<file path="src/hdl/keyboard_target_selector_macros.svh">
// assertion macros used by the keyboard target selector top level
`ifndef KEYBOARD_TARGET_SELECTOR_MACROS_SVH
`define KEYBOARD_TARGET_SELECTOR_MACROS_SVH

// same-cycle implication, checked out of reset
`define KTS_ASSERT_NOW(label, clk, rstn, ante, cons) \
  label: assert property (@(posedge clk) disable iff (!(rstn)) (ante) |-> (cons)) \
    else $error("keyboard target selector check failed");

// next-cycle implication, checked out of reset
`define KTS_ASSERT_NEXT(label, clk, rstn, ante, cons) \
  label: assert property (@(posedge clk) disable iff (!(rstn)) (ante) |=> (cons)) \
    else $error("keyboard target selector check failed");

`endif

</file>
<file path="src/hdl/kts_pkg.sv">
// types, constants and helper functions of the keyboard target selector
package kts_pkg;

  localparam int unsigned NumHosts = 3;
  localparam int unsigned HostW    = 2;

  typedef logic [HostW-1:0]    host_t;
  typedef logic [NumHosts-1:0] hmask_t;

  typedef enum logic [1:0] {
    CMD_TICK   = 2'd0,
    CMD_LOOP   = 2'd1,
    CMD_REPORT = 2'd2
  } cmd_e;

  typedef enum logic [1:0] {
    REG_SAMPLE_TICKS = 2'd0,
    REG_COMBO_CODE   = 2'd1,
    REG_NEXT_CODE    = 2'd2,
    REG_PREV_CODE    = 2'd3
  } cfg_reg_e;

  localparam logic [7:0] SampleTicksRst = 8'd3;
  localparam logic [7:0] ComboCodeRst   = 8'h22;
  localparam logic [7:0] NextCodeRst    = 8'h02;
  localparam logic [7:0] PrevCodeRst    = 8'h20;
  localparam hmask_t     PilotRst       = 3'b110;
  localparam logic [6:0] HotkeyEp       = 7'd1;

  typedef struct packed {
    logic [7:0] sample_ticks;
    logic [7:0] combo_code;
    logic [7:0] next_code;
    logic [7:0] prev_code;
  } cfg_t;

  typedef struct packed {
    logic [7:0]                 tick_count;
    logic                       sampled_button;
    logic                       previous_button;
    host_t                      selection;
    hmask_t                     active_hosts;
    logic [7:0]                 previous_modifier;
    logic [NumHosts-1:0][7:0]   host_led_memory;
    hmask_t                     pilot_drive;
  } state_t;

  typedef struct packed {
    cmd_e       cmd;
    logic       raw_button;
    hmask_t     host_active;
    logic [6:0] report_endpoint;
    logic [7:0] report_first_byte;
    logic [7:0] host_led_byte;
  } item_t;

  typedef struct packed {
    logic [7:0] led_value;
    logic       led_write;
    hmask_t     pilot_pattern;
    host_t      forward_host;
    host_t      selected_host;
  } result_t;

  function automatic host_t next_host(host_t h);
    host_t r;
    case (h)
      2'd0:    r = 2'd1;
      2'd1:    r = 2'd2;
      default: r = 2'd0;
    endcase
    return r;
  endfunction

  function automatic logic host_on(hmask_t act, host_t h);
    logic r;
    case (h)
      2'd0:    r = act[0];
      2'd1:    r = act[1];
      2'd2:    r = act[2];
      default: r = 1'b0;
    endcase
    return r;
  endfunction

  // one-cold drive, low bit lights the led
  function automatic hmask_t pilot_for(host_t h);
    hmask_t r;
    case (h)
      2'd0:    r = 3'b110;
      2'd1:    r = 3'b101;
      default: r = 3'b011;
    endcase
    return r;
  endfunction

endpackage

</file>
<file path="src/hdl/kts_step.sv">
// next-state and result logic for one word of the keyboard target selector
module kts_step import kts_pkg::*; (
  input  state_t  st_q_i,
  input  cfg_t    cfg_i,
  input  item_t   item_i,
  output state_t  st_d_o,
  output result_t res_o
);

  logic [7:0] tick_inc;
  logic [7:0] cur_led;
  host_t      sel_btn;
  host_t      sel_skip1;
  host_t      sel_skip2;
  logic       move_up;
  logic       move_dn;

  assign tick_inc = st_q_i.tick_count + 8'd1;

  always_comb begin
    cur_led = st_q_i.host_led_memory[0];
    for (int i = 0; i < NumHosts; i++) begin
      if (st_q_i.selection == HostW'(i)) begin
        cur_led = st_q_i.host_led_memory[i];
      end
    end
  end

  // loop pass: button edge first, then skip inactive hosts up to twice
  always_comb begin
    sel_btn = st_q_i.selection;
    if (st_q_i.sampled_button != st_q_i.previous_button && !st_q_i.sampled_button) begin
      sel_btn = next_host(st_q_i.selection);
    end
    sel_skip1 = sel_btn;
    if (!host_on(item_i.host_active, sel_btn)) begin
      sel_skip1 = next_host(sel_btn);
    end
    sel_skip2 = sel_skip1;
    if (!host_on(item_i.host_active, sel_btn) && !host_on(item_i.host_active, sel_skip1)) begin
      sel_skip2 = next_host(sel_skip1);
    end
  end

  // hotkey direction, prev code takes priority
  always_comb begin
    move_up = 1'b0;
    move_dn = 1'b0;
    if (item_i.report_endpoint == HotkeyEp && item_i.report_first_byte == cfg_i.combo_code) begin
      if (st_q_i.previous_modifier == cfg_i.prev_code) begin
        move_dn = 1'b1;
      end else if (st_q_i.previous_modifier == cfg_i.next_code) begin
        move_up = 1'b1;
      end
    end
  end

  always_comb begin
    st_d_o              = st_q_i;
    res_o.forward_host  = st_q_i.selection;
    res_o.led_write     = 1'b0;
    res_o.led_value     = 8'd0;
    case (item_i.cmd)
      CMD_TICK: begin
        if (tick_inc == cfg_i.sample_ticks) begin
          st_d_o.sampled_button = item_i.raw_button;
          st_d_o.tick_count     = 8'd0;
        end else begin
          st_d_o.tick_count = tick_inc;
        end
      end
      CMD_LOOP: begin
        st_d_o.previous_button = st_q_i.sampled_button;
        st_d_o.active_hosts    = item_i.host_active;
        st_d_o.selection       = sel_skip2;
        if (host_on(item_i.host_active, sel_skip2)) begin
          st_d_o.pilot_drive = pilot_for(sel_skip2);
        end
      end
      CMD_REPORT: begin
        if (item_i.report_endpoint == HotkeyEp) begin
          st_d_o.previous_modifier = item_i.report_first_byte;
        end
        if (item_i.host_led_byte != cur_led) begin
          res_o.led_write = 1'b1;
          res_o.led_value = item_i.host_led_byte;
          for (int i = 0; i < NumHosts; i++) begin
            if (st_q_i.selection == HostW'(i)) begin
              st_d_o.host_led_memory[i] = item_i.host_led_byte;
            end
          end
        end
        if (move_up) begin
          case (st_q_i.selection)
            2'd0: begin
              if (st_q_i.active_hosts[1]) begin
                st_d_o.selection = 2'd1;
              end else if (st_q_i.active_hosts[2]) begin
                st_d_o.selection = 2'd2;
              end
            end
            2'd1: begin
              if (st_q_i.active_hosts[2]) begin
                st_d_o.selection = 2'd2;
              end
            end
            default: ;
          endcase
        end else if (move_dn) begin
          case (st_q_i.selection)
            2'd2: begin
              if (st_q_i.active_hosts[1]) begin
                st_d_o.selection = 2'd1;
              end else if (st_q_i.active_hosts[0]) begin
                st_d_o.selection = 2'd0;
              end
            end
            2'd1: begin
              if (st_q_i.active_hosts[0]) begin
                st_d_o.selection = 2'd0;
              end
            end
            default: ;
          endcase
        end
      end
      default: ;
    endcase
    res_o.selected_host = st_d_o.selection;
    res_o.pilot_pattern = st_d_o.pilot_drive;
  end

endmodule

</file>
<file path="src/hdl/keyboard_target_selector.sv">
// top level of the keyboard target selector
// Picks which of three hosts gets the keyboard. Each input word (tick, loop
// pass or keyboard report, chosen by s_axis_tuser) updates the selector state
// and the result register at the edge that accepts it, so a word can be taken
// every cycle unless the output stalls. The result register holds one word;
// input is stalled only while that word waits and the output is not ready.
// m_axis_tvalid rises in the cycle after the accept. The user must write the
// config registers through cfg_we_i while no word is in flight; not enforced.
`include "keyboard_target_selector_macros.svh"

module keyboard_target_selector import kts_pkg::*; (
  input  logic        clk_i,
  input  logic        rst_ni,
  // config write port
  input  logic        cfg_we_i,
  input  logic [1:0]  cfg_addr_i,
  input  logic [7:0]  cfg_wdata_i,
  // input words
  input  logic        s_axis_tvalid,
  output logic        s_axis_tready,
  input  logic [31:0] s_axis_tdata,   // raw_button, host_active, report_endpoint,
                                      // report_first_byte, host_led_byte, zero pad
  input  logic [1:0]  s_axis_tuser,   // cmd
  // result words
  output logic        m_axis_tvalid,
  input  logic        m_axis_tready,
  output logic [15:0] m_axis_tdata    // selected_host, forward_host, pilot_pattern,
                                      // led_write, led_value
);

  cfg_t    cfg_q;
  state_t  st_q;
  state_t  st_d;
  item_t   item;
  result_t res_d;
  result_t res_q;
  logic    m_valid_q;
  logic    in_acc;

  assign s_axis_tready = !m_valid_q || m_axis_tready;
  assign in_acc        = s_axis_tvalid && s_axis_tready;

  assign item.cmd               = cmd_e'(s_axis_tuser);
  assign item.raw_button        = s_axis_tdata[0];
  assign item.host_active       = s_axis_tdata[3:1];
  assign item.report_endpoint   = s_axis_tdata[10:4];
  assign item.report_first_byte = s_axis_tdata[18:11];
  assign item.host_led_byte     = s_axis_tdata[26:19];

  kts_step u_step (
    .st_q_i (st_q),
    .cfg_i  (cfg_q),
    .item_i (item),
    .st_d_o (st_d),
    .res_o  (res_d)
  );

  always_ff @(posedge clk_i or negedge rst_ni) begin
    if (!rst_ni) begin
      cfg_q.sample_ticks <= SampleTicksRst;
      cfg_q.combo_code   <= ComboCodeRst;
      cfg_q.next_code    <= NextCodeRst;
      cfg_q.prev_code    <= PrevCodeRst;
    end else if (cfg_we_i) begin
      case (cfg_reg_e'(cfg_addr_i))
        REG_SAMPLE_TICKS: cfg_q.sample_ticks <= cfg_wdata_i;
        REG_COMBO_CODE:   cfg_q.combo_code   <= cfg_wdata_i;
        REG_NEXT_CODE:    cfg_q.next_code    <= cfg_wdata_i;
        REG_PREV_CODE:    cfg_q.prev_code    <= cfg_wdata_i;
        default: ;
      endcase
    end
  end

  always_ff @(posedge clk_i or negedge rst_ni) begin
    if (!rst_ni) begin
      st_q.tick_count        <= 8'd0;
      st_q.sampled_button    <= 1'b1;
      st_q.previous_button   <= 1'b1;
      st_q.selection         <= '0;
      st_q.active_hosts      <= '0;
      st_q.previous_modifier <= 8'd0;
      st_q.host_led_memory   <= '0;
      st_q.pilot_drive       <= PilotRst;
    end else if (in_acc) begin
      st_q <= st_d;
    end
  end

  always_ff @(posedge clk_i or negedge rst_ni) begin
    if (!rst_ni) begin
      m_valid_q <= 1'b0;
    end else if (in_acc) begin
      m_valid_q <= 1'b1;
    end else if (m_axis_tready) begin
      m_valid_q <= 1'b0;
    end
  end

  always_ff @(posedge clk_i) begin
    if (in_acc) begin
      res_q <= res_d;
    end
  end

  assign m_axis_tvalid = m_valid_q;
  assign m_axis_tdata  = res_q;

  // selection never leaves the host range
  `KTS_ASSERT_NOW(a_sel_range, clk_i, rst_ni, 1'b1, st_q.selection != 2'd3)
  // pilot drive always lights exactly one led
  `KTS_ASSERT_NOW(a_pilot_one_cold, clk_i, rst_ni, 1'b1, $countones(st_q.pilot_drive) == 2)
  // only a loop pass may move the pilot leds
  `KTS_ASSERT_NEXT(a_pilot_loop_only, clk_i, rst_ni, in_acc && item.cmd != CMD_LOOP,
                   $stable(st_q.pilot_drive))
  // led value is zero unless a write is flagged
  `KTS_ASSERT_NOW(a_led_value_zero, clk_i, rst_ni, m_valid_q && !res_q.led_write,
                  res_q.led_value == 8'd0)

endmodule

</file>
<file path="config.mk">
export PLATFORM = sky130hd
export DESIGN_NAME = keyboard_target_selector
export DESIGN_NICKNAME = d
export VERILOG_FILES = /design/src/hdl/kts_pkg.sv /design/src/hdl/kts_step.sv /design/src/hdl/keyboard_target_selector.sv
export VERILOG_INCLUDE_DIRS = /design/src /design/src/hdl
export SDC_FILE = /design/constraint.sdc
export NUM_CORES = 1
export LEC_CHECK = 0
export BUFFER_PORTS_ARGS = -buffer_cell sky130_fd_sc_hd__buf_2
export CORE_UTILIZATION = 56
export CTS_CLUSTER_SIZE = 12
export DETAILED_ROUTE_END_ITERATION = 16
export PLACE_DENSITY_LB_ADDON = 0.12
export SLEW_MARGIN = 0
export SYNTH_ARGS = -nofsm -noshare
export SYNTH_HDL_FRONTEND = slang
export SYNTH_SLANG_ARGS = --single-unit
</file>
<file path="constraint.sdc">
create_clock -name clk_i -period 3.7 [get_ports clk_i]
set_input_delay 0 -clock clk_i [delete_from_list [all_inputs] [get_ports clk_i]]
set_output_delay 0 -clock clk_i [all_outputs]
set_load 0.005 [all_outputs]
</file>
==> impl_results.md <==
* Initial DRC Count at between 100 and 150
* Post CTS Setup Buffer Count at 0
* Clock slew at reported path FFs at roughly 0.090 ns
* Top cell type's share of synthesized area at 34.5%
* Port Buffers at between 60 and 70
* Antenna fix cells at 0
* Post-synthesis adder-cell area fraction at around 1.7%
* CTS Hold Bufs at 31
* Layout cells sized above 1 at 34.6%
* WS Path Type: reg -> reg
* Post-synthesis mux area share at 18.8%
* Arr. time, crit path at 3.34 ns
* Worst skew pair latency at 0.38 ns
* CTS resizes at 0
* Sequential element share of the synthesized area at 48.5%
* Mapped Nets at 500
* Synth-to-layout area growth at 18.2%
* Post-synth top flop: dfrtp_1
* Setup TNS at 0 ns
* Yosys warns at 0
* Slew @ Worst Pin at 1.11 ns
* Antenna violations before repair at 0
* Synth Area in Compound Gates at 8.97%
* Overall power at 3.47 mW
* Worst Reg-to-Reg Cells at 7
* GRT Util Overall at 24.0%
* XOR/XNOR share of the synthesized area at 5.45%
* Pwr dens at 554 nW/um2
* Core Area at 9200 um2
* First-pass GRT wire length at around 18 mm
* Largest net degree at the start of global routing at 84
* Leak at 2.70 nW
* Status: completed
* Final period utilization at 87.2%
* CP Data Required Time at 3.81 ns
* Final setup fails at 0
* CTS HTree Levels at 3
* Post-Synthesis Cell Area at 5300 um2
* Final HPWL DP at 7.59 mm
* Simple-gate area share of the yosys netlist at 13.9%
* Smallest hold slack at ~0.09 ns
* Drt wl/cell at 16.6 um
* Netlist cell types at 62
* Max rail drop VDD at 0.301 mV
* Fillcell total at 697
* Vias in the first global route at 3622
* Initial Util at 57.6%
* TritonCTS clock tree: done
* Area contributors post-synth: dfrtp_1 34%, mux2_2 11%, edfxtp_1 9.1%, mux2_4 6.8%, dfstp_2 5.0%
* Cells after Synth at 444
* CTS buffer count at 9
* Fmax at 0.310 GHz
* Vias at between 3000 and 4000
* First-pass iteration count of the detailed router at 4
* Post-synth ARST share at 83.8%
* Largest family of logic cells by synthesized area: multiplexers
* Mean Syn Cell Area at around 12 um2
* Worst Setup Start Kind: flop
* Most common cell after layout, fill and taps aside: dfrtp_1
* Min Tclk post-route at 3.22 ns
* Final clock skew at 0.0102 ns
* Cell type with the largest total area after synthesis: dfrtp_1
* Final core occ at between 60% and 70%
* Site row count at 35
* Post-layout nets at around 600
* Hold depth at 3
* RSZ-0062 raised after global routing: false
* DIE HEIGHT at 99.3 um
* Post-Layout Cell Count at 658
* Total routed wirelength at between 10 and 15 mm
* Most frequent cells in the layout: 73 x dfrtp_1, 60 x buf_2, 50 x mux2_2
* Crit. End Element: flop
* GR Overflow Total at 0
* Ports at 67
* Die Span X at 99.3 um
* Final Hold Fails at 0
* Clock Sinks at slightly below 100
* Slew headroom at 25.8%
* Yosys reg bits at 99
* Final GP Congestion at 0.821
* Mean number of vias per cell at between 5 and 6
* Number of flops mapped to enable cells by yosys at 16
* Root Buffer: clkbuf_8
* Worst-path fanout max at 9
* CTS max path bufs at 2
* Min-Delay Path Class: in -> reg
* DP Cell Count at approximately 610
* Die ar. at 9860 um2
* Final ANT Viol Nets at 0
* Total of max-cap violations at 0
* Drt drc at 0
* Slew Limit Fails at 0
==> critical path: stages (launching register included) <==
cell      delay, ns
dfrtp_1        0.54
ha_1           0.58
mux2_2         0.41
o211ai_1       0.19
nand4b_1       0.18
nor4_4         0.54
nand2b_1       0.43
nor2_1         0.09
==> Yosys cell counts (all sizes together), types with 4 or more instances <==
cell	count
nand4	11
xor2	4
nor3b	5
edfxtp	16
nor2	21
nand2b	10
nor3	5
dfstp	10
o21ai	14
inv	19
nor2b	4
xnor2	29
nand3	17
nand4b	4
ha	7
o211ai	9
a211oi	4
and3	5
nand2	25
a21oi	8
dfrtp	73
buf	7
and2	5
a211o	5
mux2	75
mux2i	6
clkbuf	7
==> power breakdown <==
| part | total (mW) | internal [mW] | switching, mW |
|---|---|---|---|
| registers | 1.59 | 1.40 | 0.190 |
| clock network | 0.753 | 0.373 | 0.380 |
| logic | 1.13 | 0.626 | 0.506 |
==> layout make-up <==
type | count | area, um2 | share of cell area (%)
Tap cell | 111 | 139 | 2.22
Clock buffer | 11 | 163 | 2.60
Inverter | 19 | 71.3 | 1.14
Timing Repair Buffer | 101 | 686 | 10.9
Multi-Input combinational cell | 312 | 2580 | 41.2
Clock inverter | 5 | 56.3 | 0.898
Sequential cell | 99 | 2570 | 41.0
==> sequential cells by signal, indices dropped and copies added (netlist names) <==
name,cells
cfg_q,32
m_axis_tdata,16
m_axis_tvalid,1
st_q,50
==> stage by stage <==
stage | setup slack, ns | instance area, um2
2_1_floorplan | 0.946 | 5300
3_3_place_gp | 0.584 | 5740
3_5_place_dp | 0.507 | 5740
4_1_cts | 0.484 | 6270
5_1_grt | 0.255 | 6270
6_report | 0.475 | 6270
==> final timing paths <==
kind                               start              end  slack (ns)
setup / recovery                st_q[38]  m_axis_tdata[8]        0.48
hold / removal             cfg_addr_i[1]        cfg_q[31]        0.09
setup reg to reg                st_q[38]  m_axis_tdata[8]        0.48
hold reg to reg                  st_q[0]          st_q[0]        0.52
max in group asynchronous         rst_ni          st_q[0]        2.68
min in group asynchronous         rst_ni         st_q[15]        0.33
==> layer usage <==
layer  share of wire (%)  global-route usage, %  vias to the layer above
met5                   0                      0                        -
met1                  47                   32.0                     1843
met4                 1.3                   7.81                        0
met2                  48                   38.9                       80
li1                    -                      -                     1812
met3                 3.7                   5.62                       15
==> logic make-up (layout without fill, tap and decap cells) <==
logic type | Yosys count | after routing
buf+inv | 33 | 136
fa+ha+maj | 7 | 7
flops | 99 | 99
simple gates | 126 | 126
compound gates | 65 | 65
xor+xnor | 33 | 33
mux | 81 | 81
No activity file was read; power rests on OpenSTA's default activity.
